[src/design/page_replacement_fifo_lru_top_assert.svh]
// ---------------------------------------------------------------------------
// page replacement assertion macros
// shared property shapes, clocked on clk and disabled during reset
// ---------------------------------------------------------------------------
`ifndef PAGE_REPLACEMENT_FIFO_LRU_TOP_ASSERT_SVH
`define PAGE_REPLACEMENT_FIFO_LRU_TOP_ASSERT_SVH

// condition holds in the same cycle as the trigger
`define PRF_ASSERT_SAME(label, trig, cond, msg) \
    label: assert property (@(posedge clk) disable iff (!rst_n) (trig) |-> (cond)) \
        else $error(msg);

// condition holds in the cycle after the trigger
`define PRF_ASSERT_NEXT(label, trig, cond, msg) \
    label: assert property (@(posedge clk) disable iff (!rst_n) (trig) |=> (cond)) \
        else $error(msg);

`endif

[src/design/prf_pkg.sv]
// ---------------------------------------------------------------------------
// prf_pkg
// shared types and constants of the page replacement unit
// ---------------------------------------------------------------------------
package prf_pkg;

    // configuration register indexes
    localparam logic CFG_POLICY = 1'b0;
    localparam logic CFG_FRAMES = 1'b1;

    // policy codes
    localparam logic POLICY_FIFO = 1'b0;
    localparam logic POLICY_LRU  = 1'b1;

    localparam int CFG_W       = 4;
    localparam int IN_PAGE_W   = 8;
    localparam int IN_TDATA_W  = 8;
    localparam int OUT_SLOT_W  = 3;
    localparam int FAULT_W     = 16;
    localparam int OUT_TDATA_W = 32;

    localparam logic [FAULT_W-1:0] FAULT_MAX = {FAULT_W{1'b1}};
    localparam logic [CFG_W-1:0]   FRAMES_RESET = 4'd8;

    // lookup outcome from the frame table
    typedef struct packed {
        logic hit;
        logic evict;
    } prf_status_t;

endpackage

[src/design/prf_frames.sv]
// ---------------------------------------------------------------------------
// prf_frames
// frame table: parallel page search, victim choice and recency ranks
// ---------------------------------------------------------------------------
module prf_frames
    import prf_pkg::*;
#(
    parameter int NUM_FRAMES = 8,
    parameter int PAGE_BITS  = 8,
    localparam int SLOT_W    = (NUM_FRAMES > 1) ? $clog2(NUM_FRAMES) : 1
)
(
    input  logic                 clk,
    input  logic                 rst_n,
    input  logic                 policy_mode,
    input  logic [CFG_W-1:0]     frame_count,
    input  logic [PAGE_BITS-1:0] page,
    input  logic                 update,
    output prf_status_t          status,
    output logic [SLOT_W-1:0]    slot,
    output logic [PAGE_BITS-1:0] evicted_page
);

    localparam int N_W = ($clog2(NUM_FRAMES + 1) > CFG_W) ? $clog2(NUM_FRAMES + 1) : CFG_W;

    logic [PAGE_BITS-1:0] pages_reg [NUM_FRAMES];
    logic [NUM_FRAMES-1:0] valid_reg;
    logic [NUM_FRAMES-1:0] valid_next;
    logic [SLOT_W-1:0]    rank_reg  [NUM_FRAMES];
    logic [SLOT_W-1:0]    rank_next [NUM_FRAMES];
    logic [SLOT_W-1:0]    hand_reg;
    logic [SLOT_W-1:0]    hand_next;

    logic [N_W-1:0]        n_active;
    logic [N_W-1:0]        fc_ext;
    logic [NUM_FRAMES-1:0] in_use;
    logic                  hit_found;
    logic [SLOT_W-1:0]     hit_slot;
    logic                  empty_found;
    logic [SLOT_W-1:0]     empty_slot;
    logic [SLOT_W-1:0]     lru_slot;
    logic [SLOT_W-1:0]     lru_best;
    logic [SLOT_W-1:0]     fifo_slot;
    logic [SLOT_W-1:0]     sel_slot;
    logic [N_W-1:0]        old_rank;
    logic [N_W-1:0]        slot_inc;

    // effective frame count, clamped to 1 .. NUM_FRAMES
    assign fc_ext = N_W'(frame_count);
    always_comb
    begin
        if (fc_ext == '0)
            n_active = N_W'(1);
        else if (fc_ext > N_W'(NUM_FRAMES))
            n_active = N_W'(NUM_FRAMES);
        else
            n_active = fc_ext;
    end

    always_comb
    begin
        for (int i = 0; i < NUM_FRAMES; i++)
            in_use[i] = N_W'(i) < n_active;
    end

    // lowest matching frame and lowest empty frame
    always_comb
    begin
        hit_found   = 1'b0;
        hit_slot    = '0;
        empty_found = 1'b0;
        empty_slot  = '0;
        for (int i = NUM_FRAMES - 1; i >= 0; i--)
        begin
            if (in_use[i] && valid_reg[i] && pages_reg[i] == page)
            begin
                hit_found = 1'b1;
                hit_slot  = SLOT_W'(i);
            end
            if (in_use[i] && !valid_reg[i])
            begin
                empty_found = 1'b1;
                empty_slot  = SLOT_W'(i);
            end
        end
    end

    // oldest rank, lowest slot on ties
    always_comb
    begin
        lru_best = rank_reg[0];
        lru_slot = '0;
        for (int i = 1; i < NUM_FRAMES; i++)
        begin
            if (in_use[i] && rank_reg[i] > lru_best)
            begin
                lru_best = rank_reg[i];
                lru_slot = SLOT_W'(i);
            end
        end
    end

    assign fifo_slot = (N_W'(hand_reg) < n_active) ? hand_reg : '0;

    always_comb
    begin
        priority if (hit_found)
            sel_slot = hit_slot;
        else if (empty_found)
            sel_slot = empty_slot;
        else if (policy_mode == POLICY_LRU)
            sel_slot = lru_slot;
        else
            sel_slot = fifo_slot;
    end

    assign status.hit   = hit_found;
    assign status.evict = !hit_found && !empty_found;
    assign slot         = sel_slot;
    assign evicted_page = status.evict ? pages_reg[sel_slot] : '0;

    // a freshly filled frame ages every valid frame in use
    assign old_rank = (hit_found || !empty_found) ? N_W'(rank_reg[sel_slot])
                                                  : N_W'(NUM_FRAMES);
    assign slot_inc = N_W'(sel_slot) + N_W'(1);

    always_comb
    begin
        for (int i = 0; i < NUM_FRAMES; i++)
        begin
            rank_next[i] = rank_reg[i];
            if (SLOT_W'(i) == sel_slot)
                rank_next[i] = '0;
            else if (in_use[i] && valid_reg[i] && N_W'(rank_reg[i]) < old_rank
                     && N_W'(rank_reg[i]) < N_W'(NUM_FRAMES - 1))
                rank_next[i] = rank_reg[i] + SLOT_W'(1);
        end
        valid_next = valid_reg;
        hand_next  = hand_reg;
        if (!hit_found)
        begin
            valid_next[sel_slot] = 1'b1;
            if (policy_mode == POLICY_FIFO)
                hand_next = (slot_inc < n_active) ? SLOT_W'(slot_inc) : '0;
        end
    end

    always_ff @(posedge clk or negedge rst_n)
    begin
        if (!rst_n)
        begin
            valid_reg <= '0;
            hand_reg  <= '0;
            for (int i = 0; i < NUM_FRAMES; i++)
                rank_reg[i] <= '0;
        end
        else if (update)
        begin
            valid_reg <= valid_next;
            hand_reg  <= hand_next;
            rank_reg  <= rank_next;
        end
    end

    always_ff @(posedge clk)
    begin
        if (update && !hit_found)
            pages_reg[sel_slot] <= page;
    end

endmodule

[src/design/page_replacement_fifo_lru_top.sv]
// ---------------------------------------------------------------------------
// page_replacement_fifo_lru_top
// page replacement unit with FIFO rotating hand or LRU victim choice
// ---------------------------------------------------------------------------
//  channel | direction | fields (low bit first)
//  s_*     | in        | tdata: page_number[7:0]
//  m_*     | out       | tdata: hit, frame_slot[2:0], evicted_valid,
//          |           |        evicted_page[7:0], fault_total[15:0], zero pad
//  cfg_*   | in        | addr 0 policy_mode, addr 1 frame_count
//
//  one reference per cycle while the result register is not stalled; a beat
//  sits in the input register, where the frame search and victim choice run,
//  then in the result register until taken
//  a stalled result register holds the input register, which then drops s_tready
//  reset empties all frames, clears ranks, hand and fault count
// ---------------------------------------------------------------------------
module page_replacement_fifo_lru_top
    import prf_pkg::*;
#(
    parameter int NUM_FRAMES = 8,
    parameter int PAGE_BITS  = 8
)
(
    input  logic                   clk,
    input  logic                   rst_n,
    input  logic                   s_tvalid,
    output logic                   s_tready,
    input  logic [IN_TDATA_W-1:0]  s_tdata,   // page_number
    output logic                   m_tvalid,
    input  logic                   m_tready,
    output logic [OUT_TDATA_W-1:0] m_tdata,   // hit, frame_slot, evicted_valid,
                                              // evicted_page, fault_total
    input  logic                   cfg_we,
    input  logic                   cfg_addr,
    input  logic [CFG_W-1:0]       cfg_wdata
);

    localparam int SLOT_W = (NUM_FRAMES > 1) ? $clog2(NUM_FRAMES) : 1;
    localparam int PAYLOAD_W = 1 + OUT_SLOT_W + 1 + IN_PAGE_W + FAULT_W;

    logic                   policy_reg;
    logic [CFG_W-1:0]       frames_reg;
    logic                   in_valid_reg;
    logic [PAGE_BITS-1:0]   page_reg;
    logic                   out_valid_reg;
    logic [OUT_TDATA_W-1:0] out_data_reg;
    logic [OUT_TDATA_W-1:0] out_data_next;
    logic [FAULT_W-1:0]     fault_cnt_reg;
    logic [FAULT_W-1:0]     fault_cnt_next;
    logic                   advance;
    prf_status_t            stat;
    logic [SLOT_W-1:0]      slot;
    logic [PAGE_BITS-1:0]   evicted_page;

    assign advance  = in_valid_reg && (!out_valid_reg || m_tready);
    assign s_tready = !in_valid_reg || advance;
    assign m_tvalid = out_valid_reg;
    assign m_tdata  = out_data_reg;

    always_ff @(posedge clk or negedge rst_n)
    begin
        if (!rst_n)
        begin
            policy_reg <= POLICY_FIFO;
            frames_reg <= FRAMES_RESET;
        end
        else if (cfg_we)
        begin
            unique case (cfg_addr)
                CFG_POLICY: policy_reg <= cfg_wdata[0];
                CFG_FRAMES: frames_reg <= cfg_wdata;
                default:    frames_reg <= frames_reg;
            endcase
        end
    end

    prf_frames #(
        .NUM_FRAMES (NUM_FRAMES),
        .PAGE_BITS  (PAGE_BITS)
    ) u_frames (
        .clk          (clk),
        .rst_n        (rst_n),
        .policy_mode  (policy_reg),
        .frame_count  (frames_reg),
        .page         (page_reg),
        .update       (advance),
        .status       (stat),
        .slot         (slot),
        .evicted_page (evicted_page)
    );

    // saturating fault count
    assign fault_cnt_next = (!stat.hit && fault_cnt_reg != FAULT_MAX)
                            ? fault_cnt_reg + FAULT_W'(1) : fault_cnt_reg;

    assign out_data_next = {
        (OUT_TDATA_W - PAYLOAD_W)'(0),
        fault_cnt_next,
        IN_PAGE_W'(evicted_page),
        stat.evict,
        OUT_SLOT_W'(slot),
        stat.hit
    };

    always_ff @(posedge clk or negedge rst_n)
    begin
        if (!rst_n)
        begin
            in_valid_reg  <= 1'b0;
            out_valid_reg <= 1'b0;
            fault_cnt_reg <= '0;
        end
        else
        begin
            if (s_tready)
                in_valid_reg <= s_tvalid;
            if (advance)
            begin
                out_valid_reg <= 1'b1;
                fault_cnt_reg <= fault_cnt_next;
            end
            else if (m_tready)
                out_valid_reg <= 1'b0;
        end
    end

    always_ff @(posedge clk)
    begin
        if (s_tready && s_tvalid)
            page_reg <= PAGE_BITS'(s_tdata);
        if (advance)
            out_data_reg <= out_data_next;
    end

`include "page_replacement_fifo_lru_top_assert.svh"

    `PRF_ASSERT_NEXT(a_fault_monotonic, 1'b1, fault_cnt_reg >= $past(fault_cnt_reg), "fault count went down")
    `PRF_ASSERT_NEXT(a_hit_keeps_count, advance && stat.hit, $stable(fault_cnt_reg), "fault count moved on a hit")
    `PRF_ASSERT_SAME(a_hit_no_evict, advance && stat.hit, !stat.evict, "hit reported with eviction")
    `PRF_ASSERT_NEXT(a_stall_holds_input, in_valid_reg && !advance, in_valid_reg && $stable(page_reg), "input register lost a stalled beat")
    `PRF_ASSERT_SAME(a_evict_page_zero, out_valid_reg && !out_data_reg[1 + OUT_SLOT_W], out_data_reg[1 + OUT_SLOT_W + IN_PAGE_W:2 + OUT_SLOT_W] == '0, "evicted page set without eviction")

endmodule
[config.mk]
export PLATFORM = sky130hd
export DESIGN_NAME = page_replacement_fifo_lru_top
export DESIGN_NICKNAME = d
export VERILOG_FILES = /design/src/design/prf_pkg.sv /design/src/design/prf_frames.sv /design/src/design/page_replacement_fifo_lru_top.sv
export VERILOG_INCLUDE_DIRS = /design/src /design/src/design
export SDC_FILE = /design/constraint.sdc
export NUM_CORES = 1
export LEC_CHECK = 0
export BUFFER_PORTS_ARGS = -buffer_cell sky130_fd_sc_hd__buf_2
export CORE_MARGIN = 3
export CORE_UTILIZATION = 50
export CTS_BUF_LIST = sky130_fd_sc_hd__clkbuf_4
export CTS_CLUSTER_SIZE = 14
export DETAILED_ROUTE_END_ITERATION = 12
export GPL_TIMING_DRIVEN = 0
export PLACE_DENSITY = 0.74
export SYNTH_ARGS = -nofsm -noshare
export SYNTH_HDL_FRONTEND = slang
export SYNTH_SLANG_ARGS = --single-unit
export TNS_END_PERCENT = 10
[constraint.sdc]
create_clock -name clk -period 10 [get_ports clk]
set_clock_uncertainty 0.2 [all_clocks]
set_input_delay 2 -clock clk [delete_from_list [all_inputs] [get_ports clk]]
set_output_delay 2 -clock clk [all_outputs]
set_load 0.02 [all_outputs]
Word-level counts from Yosys, hierarchy flattened:

Memory sizes are Yosys's and may differ from the RTL's. A register that Yosys moved wholly into a read port is not among the register bits.
Index checks and enable logic that the tools add are counted.

* flip-flop bits (word level): 87
* bits in latches: 0
* RAM bits: 64
* bits in read-only memories: 0
* bits of input ports: 18
* output and inout port bits: 34
* logic and storage cells: 257
* memories: 1

Memory list
* u_frames.pages_reg: depth 8, bits a word 8, read ports 9, clocked after memory_dff 1, write ports 1, line prf_frames.sv:26 `logic [PAGE_BITS-1:0] pages_reg [NUM_FRAMES];`

* add/subtract/negate cells: 10
* multiply operators: 0
* div/mod/pow operators: 0
* magnitude comparators: 37
* equal/unequal tests: 16
* shift operators: 0
* mux-type cells: 79
* bitwise operators: 5
* reductions and logical operators: 92

Operator list (count)
* two-way mux 3 bit: 49
* equality test 8 bit: 8
* logical AND 1 bit: 53
* less-than comparator 3 x 4 -> 1 bit: 9
* adder 3 x 1 -> 3 bit (second input constant): 8
* less-than comparator 3 bit (second input constant): 8
* two-way mux 1 bit: 22
* AND reduction 2 bit: 11
* > comparator 3 bit: 7
* nonzero test 2 bit: 9
* adder 16 x 1 -> 16 bit (second input constant): 1
* less-than comparator 3 x 4 -> 1 bit (first input constant): 4
* two-way mux 16 bit: 1
* inequality test 16 bit (second input constant): 1
* logical NOT 1 bit: 13
* equality test 3 bit (first input constant): 4
* two-way mux 4 bit: 3
* binary-select mux 3 bit (select 3 bit): 1
* less-than comparator 1 x 4 -> 1 bit (first input constant): 2
* less-than comparator 2 x 4 -> 1 bit (first input constant): 2
* bitwise OR 8 bit: 1
* equality test 2 x 3 -> 1 bit (first input constant): 2
* adder 3 x 1 -> 4 bit (second input constant): 1
* greater-or-equal comparator 4 bit (second input constant): 1
* 13 further kinds: 18

Depth between registers and ports, before layout:

* depth after elaboration: 37
* gate-level depth with buffers: 62
* mapped depth without buffers: 60

By module:

A second synthesis with hierarchy kept.

* cells, all modules: 975
* area total of the unflattened synthesis: 9958.3 µm²

By module, submodules not included
* prf_frames: instances 1, cells an instance 803, area each 7479.7 µm², seq. area each 2797.7 µm²
* page_replacement_fifo_lru_top: instances 1, cells an instance 172, area each 2478.6 µm², seq. area each 1687.9 µm²

Worst setup path before layout:

No wires, ideal clock.

* kind: register to register
* from: reg u_frames.rank_reg[23] in the netlist's numbering
* to: reg u_frames.rank_reg[17] in the netlist's numbering
* library setup time: 0.124 ns
* arrival: 10.420 ns
* required time: 9.676 ns
* setup slack: -0.744 ns
* cell stages (with the launch flop): 58
* buffers on the path: 2
* clock period less this slack: 10.744 ns
* cells stage by stage: dfrtp_1 inv_1 ha_1 nand3b_1 nand2_1 nand2_1 o21ai_0 ha_1 nor2_1 o211ai_1 a21oi_1 nor2_1 a21oi_1 ha_1 nor2_1 nand2_1 and3_1 a31oi_1 [... 22 more ...] nor3_1 o31a_1 inv_1 a2111oi_0 o311a_1 o21a_2 nor2_2 clkbuf_1 buf_1 o21ai_0 nand2_1 ha_1 a21oi_1 nor2_1 nor4_1 nand2_1 and3_1 a211o_1

* cells in the longest elaborated chain, start to end: 34
* elaborated cells between the ends (all ways): 42
* those cells by class: order compare (8); eq/ne (1); mux (21); bitwise (1); reduce/logical (11)

RTL lines
* start, declared: line prf_frames.sv:29 `logic [SLOT_W-1:0] rank_reg [NUM_FRAMES];`
* start signal, assigned: line prf_frames.sv:161 `rank_reg <= rank_next;`
* > comparator 3 bit: line prf_frames.sv:95 `if (in_use[i] && rank_reg[i] > lru_best)`
* logical AND 1 bit: line prf_frames.sv:95
* two-way mux 3 bit: line prf_frames.sv:95
* > comparator 3 bit: line prf_frames.sv:95
* logical AND 1 bit: line prf_frames.sv:95
* two-way mux 3 bit: line prf_frames.sv:95
* > comparator 3 bit: line prf_frames.sv:95
* logical AND 1 bit: line prf_frames.sv:95
* [... 16 more ...]
* net slot[0]: line page_replacement_fifo_lru_top.sv:52 `logic [SLOT_W-1:0] slot;`
* [... 1 more ...]
* binary-select mux 3 bit (select 3 bit): line prf_frames.sv:123 `assign old_rank = (hit_found || !empty_found) ? N_W'(rank_reg[sel_slot])`
* two-way mux 3 bit (implied by the code) (2 in a row): line prf_frames.sv:123
* two-way mux 4 bit: line prf_frames.sv:123
* less-than comparator 3 x 4 -> 1 bit: line prf_frames.sv:134 `else if (in_use[i] && valid_reg[i] && N_W'(rank_reg[i]) < old_rank`
* logical AND 1 bit: line prf_frames.sv:134
* logical AND 1 bit: line prf_frames.sv:135 `&& N_W'(rank_reg[i]) < N_W'(NUM_FRAMES - 1))`
* nonzero test 2 bit (no line)
* AND reduction 2 bit (no line)

Mark *: on every way through the listed nets, which the timed path passes. The rest lies on a longest branch. The select of a mux whose other input is x is not followed.
A chain may end at the register's enable or synchronous reset.

Worst setup path after layout:

* from: reg u_frames.rank_reg[22] in the netlist's numbering
* to: reg u_frames.rank_reg[17] in the netlist's numbering

* cells in the longest elaborated chain, start to end: 34
* elaborated cells between the ends (all ways): 42
* those cells by class: order compare (8); eq/ne (1); mux (21); bitwise (1); reduce/logical (11)

RTL lines (line)
* > comparator 3 bit: prf_frames.sv:95
* logical AND 1 bit: prf_frames.sv:95
* two-way mux 3 bit: prf_frames.sv:95
* > comparator 3 bit: prf_frames.sv:95
* logical AND 1 bit: prf_frames.sv:95
* two-way mux 3 bit: prf_frames.sv:95
* > comparator 3 bit: prf_frames.sv:95
* logical AND 1 bit: prf_frames.sv:95
* [... 17 more ...]
* binary-select mux 3 bit (select 3 bit): prf_frames.sv:123
* two-way mux 3 bit (implied by the code) (2 in a row): prf_frames.sv:123
* two-way mux 4 bit: prf_frames.sv:123
* less-than comparator 3 x 4 -> 1 bit: prf_frames.sv:134
* logical AND 1 bit: prf_frames.sv:134
* logical AND 1 bit: prf_frames.sv:135
* nonzero test 2 bit (no line)
* AND reduction 2 bit (no line)

Several ways; a longest one is shown, not always the timed one. The select of a mux whose other input is x is not followed.

==> results by group <==
Route
  • Total Routed Length: 29.4 mm
  • Via density: 6.23
  • Via Count: 8915
  • DR DRC count: 0
  • Iteration-0 DRC count of the detailed router: 1109
  • Routed length per instance: 20.5 µm
  • Number of iterations in the first detailed-routing pass: 7
  • Antenna violation net count after detailed routing: 0

Setup path
  • Crit path launch type: flop
  • WP data arrival: 10800 ps
  • Worst stage delay on the critical path: 420 ps
  • Req. time, crit path: 10310 ps
  • CP Class: flop to flop
  • Critical Path Fanout Max: 7
  • Slowest CP cell: dfrtp_1
  • Cell mode on critical path: ha_4
  • Worst setup EP type: flop

Floorplan
  • I/O pin count: 52
  • Initial core utilization: 51.2%
  • Core ar.: 19500 µm²
  • FP Rows: 51
  • Die height: 147 µm
  • Die width: 147 µm
  • Die area: 21700 µm²

Synthesis
  • Xor and xnor area share after synthesis: 8.06%
  • Post-synthesis cell area: 9990 µm²
  • Fraction of registers with async set/reset: 36.5%
  • Largest family of logic cells by synthesized area: simple AND/OR/NAND/NOR gates
  • Post-synth top area cell: edfxtp_1
  • Post-synthesis mux area share: 1.93%
  • Compound-cell area share of the yosys netlist: 13.5%
  • Avg Cell Area, Syn: 9.77 µm²
  • Area contributors post-synth: edfxtp_1 30%, dfrtp_1 14%, ha_1 6.1%
  • Syn. warnings: 0
  • Simple-gate share of the synthesized area: 22.0%
  • Yosys reg bits: 159
  • Syn Inst Count: 1023
  • Number of synthesized flops with an enable pin: 101
  • Adder-cell share of the synthesized area: 6.33%
  • Post-synthesis sequential area ratio: 44.9%
  • Top cell type's share of synthesized area: 30.3%
  • Post-synth top flop: edfxtp_1
  • Distinct cells, synth: 86

CTS
  • CTS Buffer Depth: 2
  • H-tree Lvls: 4
  • CTS tree: built
  • Clock Sinks: 159
  • CTS root buffer: clkbuf_4
  • Hold buffers post-CTS: 0
  • Clock latency on the worst-skew pair: 600 ps
  • Num CTS Buffers: 17
  • CTS clk-pin slew, worst paths: 160 ps

Global route
  • GRT Resource Usage Total: 26.0%
  • Vias in the first global route: 8354
  • Largest net degree at the start of global routing: 59
  • Global route overflow: 0
  • Initial antenna violation count: 0
  • First-pass GRT wire length: 44.5 mm

Placement
  • Dpl hpwl: 19.5 mm
  • DP Cell Count: 1339
  • Buffers on Ports: 48
  • Routability Congestion: 0.970

Layout
  • Antenna Cells: 0
  • Non-Filler Instances: 1432
  • Max reg flops: 64
  • Layout Utilization: 63.0%
  • Share of cells above drive strength 1: 27.8%
  • Area Overhead vs Synth: 23.1%
  • NumNets Final: 1221

STA
  • Slew HR: 41.2%
  • Max Clock Freq: 95.3 MHz
  • Post-layout minimum cycle time: 10490 ps
  • Worst Setup Slack, final: -489 ps
  • RSZ-0062 raised after global routing: true
  • Slew @ Worst Pin: 882 ps
  • Endpoints failing hold: 0
  • Slew Viols, Final: 0
  • Total negative slack: -8980 ps
  • Final Cycle Share: 105%
  • Setup-failing EPs final: 24

Worst hold path
  • Hold WC Path Type: flop to flop

Outcome
  • Failing checks: setup timing
  • Outcome: finished, violations left

Run
  • MaxCap Viol Count: 0
-- logic make-up (layout without fill, tap and decap cells) --
logic type | count (synthesis) | count (layout)
compound gates | 191 | 191
other cells | 1 | 3
fa+ha+maj | 51 | 51
flops | 159 | 159
simple gates | 438 | 438
buf+inv | 73 | 215
mux | 18 | 18
xor+xnor | 92 | 92
-- synth_stat cells (6+ instances only) --
library cell  instances
edfxtp_1            101
ha_1                 49
nand2b_1              9
a31oi_1              15
mux2i_1               8
xor2_1               40
nand3_1              79
xnor2_1              52
nor3_1               26
or2_2                10
buf_2                 9
nand3b_1              9
o21ai_0              39
o211ai_1             16
nand4_1              27
a21oi_1              39
buf_1                 8
buf_4                11
mux2_2               10
nand2_1             155
clkbuf_1             17
and3_1               18
nor2b_1              12
dfrtp_1              57
inv_1                25
o21a_1                6
nor2_1               47
nor4_1               12
and2_1               11
-- repair_timing --
item	CTS	global route
setup buffers	44	20
gates cloned	0	1
gates resized for setup	100	84
setup endpoints to repair	107	104
pin swaps	67	62
-- critical path: cells and delay by family (launching register included) --
| kind | cells | cell delay, ps |
|---|---|---|
| simple gates | 22 | 2570 |
| mux | 2 | 630 |
| buf+inv | 4 | 460 |
| compound gates | 21 | 3810 |
| flops | 1 | 420 |
| fa+ha+maj | 9 | 2280 |
-- through the flow --
stage	instance area, µm²	setup WS (ps)	hold slack [ps]
after CTS	11800	-360	314
final	12300	-489	311
after detailed placement	10700	-1850	291
after global routing	12300	-886	346
after floorplan	10100	6.63	257
after global placement	10700	-1720	274
-- layout by cell type, fill, tap and decap left out, types with 5 or more instances in the layout --
master | netlist | layout
clkbuf_4 | 0 | 19
o211ai_1 | 16 | 16
a21oi_4 | 0 | 6
or2_2 | 10 | 9
nor3_1 | 26 | 22
mux2i_1 | 8 | 8
o21ai_2 | 1 | 6
nor2b_1 | 12 | 9
and2_1 | 11 | 9
nor2_1 | 47 | 34
nand2_2 | 0 | 6
a21oi_1 | 39 | 23
nand2_1 | 155 | 147
nand3b_1 | 9 | 9
a31oi_1 | 15 | 11
nand3_1 | 79 | 76
xnor2_1 | 52 | 52
nor2_4 | 0 | 6
a21oi_2 | 1 | 11
inv_6 | 0 | 5
o21ai_0 | 39 | 18
o21a_1 | 6 | 6
buf_2 | 9 | 57
nand4_1 | 27 | 27
ha_1 | 49 | 26
o21ai_1 | 3 | 16
mux2_2 | 10 | 7
nand2b_1 | 9 | 9
xor2_1 | 40 | 40
and3_1 | 18 | 16
edfxtp_1 | 101 | 101
nor2_2 | 1 | 8
clkbuf_1 | 17 | 11
dfrtp_1 | 57 | 54
buf_4 | 11 | 65
nor4_1 | 12 | 9
buf_6 | 0 | 12
ha_4 | 0 | 23
inv_1 | 25 | 21
-- worst paths after layout --
| check | end | startpoint | slack (ps) | cells after the start |
|---|---|---|---|---|
| worst max-delay path | u_frames.rank_reg[17] | u_frames.rank_reg[22] | -490 | 58 |
| worst min-delay path | m_tvalid | in_valid_reg | 310 | 1 |
| worst max register to register | u_frames.rank_reg[17] | u_frames.rank_reg[22] | -490 | 58 |
| worst min register to register | m_tvalid | in_valid_reg | 310 | 1 |
| max in group asynchronous | u_frames.rank_reg[23] | rst_n | 7780 | 1 |
| min in group asynchronous | u_frames.rank_reg[17] | rst_n | 1260 | 1 |
-- area by class of cell --
type / count / area [µm²]
plain buffers: 44 / 299
fillers: 1567 / 7220
clock inverters: 15 / 174
well taps: 265 / 332
repair buffers: 111 / 769
inverters: 28 / 108
flip-flops and latches: 159 / 4490
clock buffers: 17 / 128
multi-input cells: 793 / 6010
-- layer usage --
layer | GRT usage, % | up-vias | share of wire [%]
met5 | 0 | - | 0
met4 | 10.8 | 0 | 4.6
met3 | 4.72 | 132 | 8.2
met2 | 42.3 | 487 | 47
met1 | 34.5 | 4284 | 40
li1 | - | 4012 | -
Power is left out: the tool's default activity adds up to more than one toggle a clock period on the data nets, which glitch-free logic cannot reach.
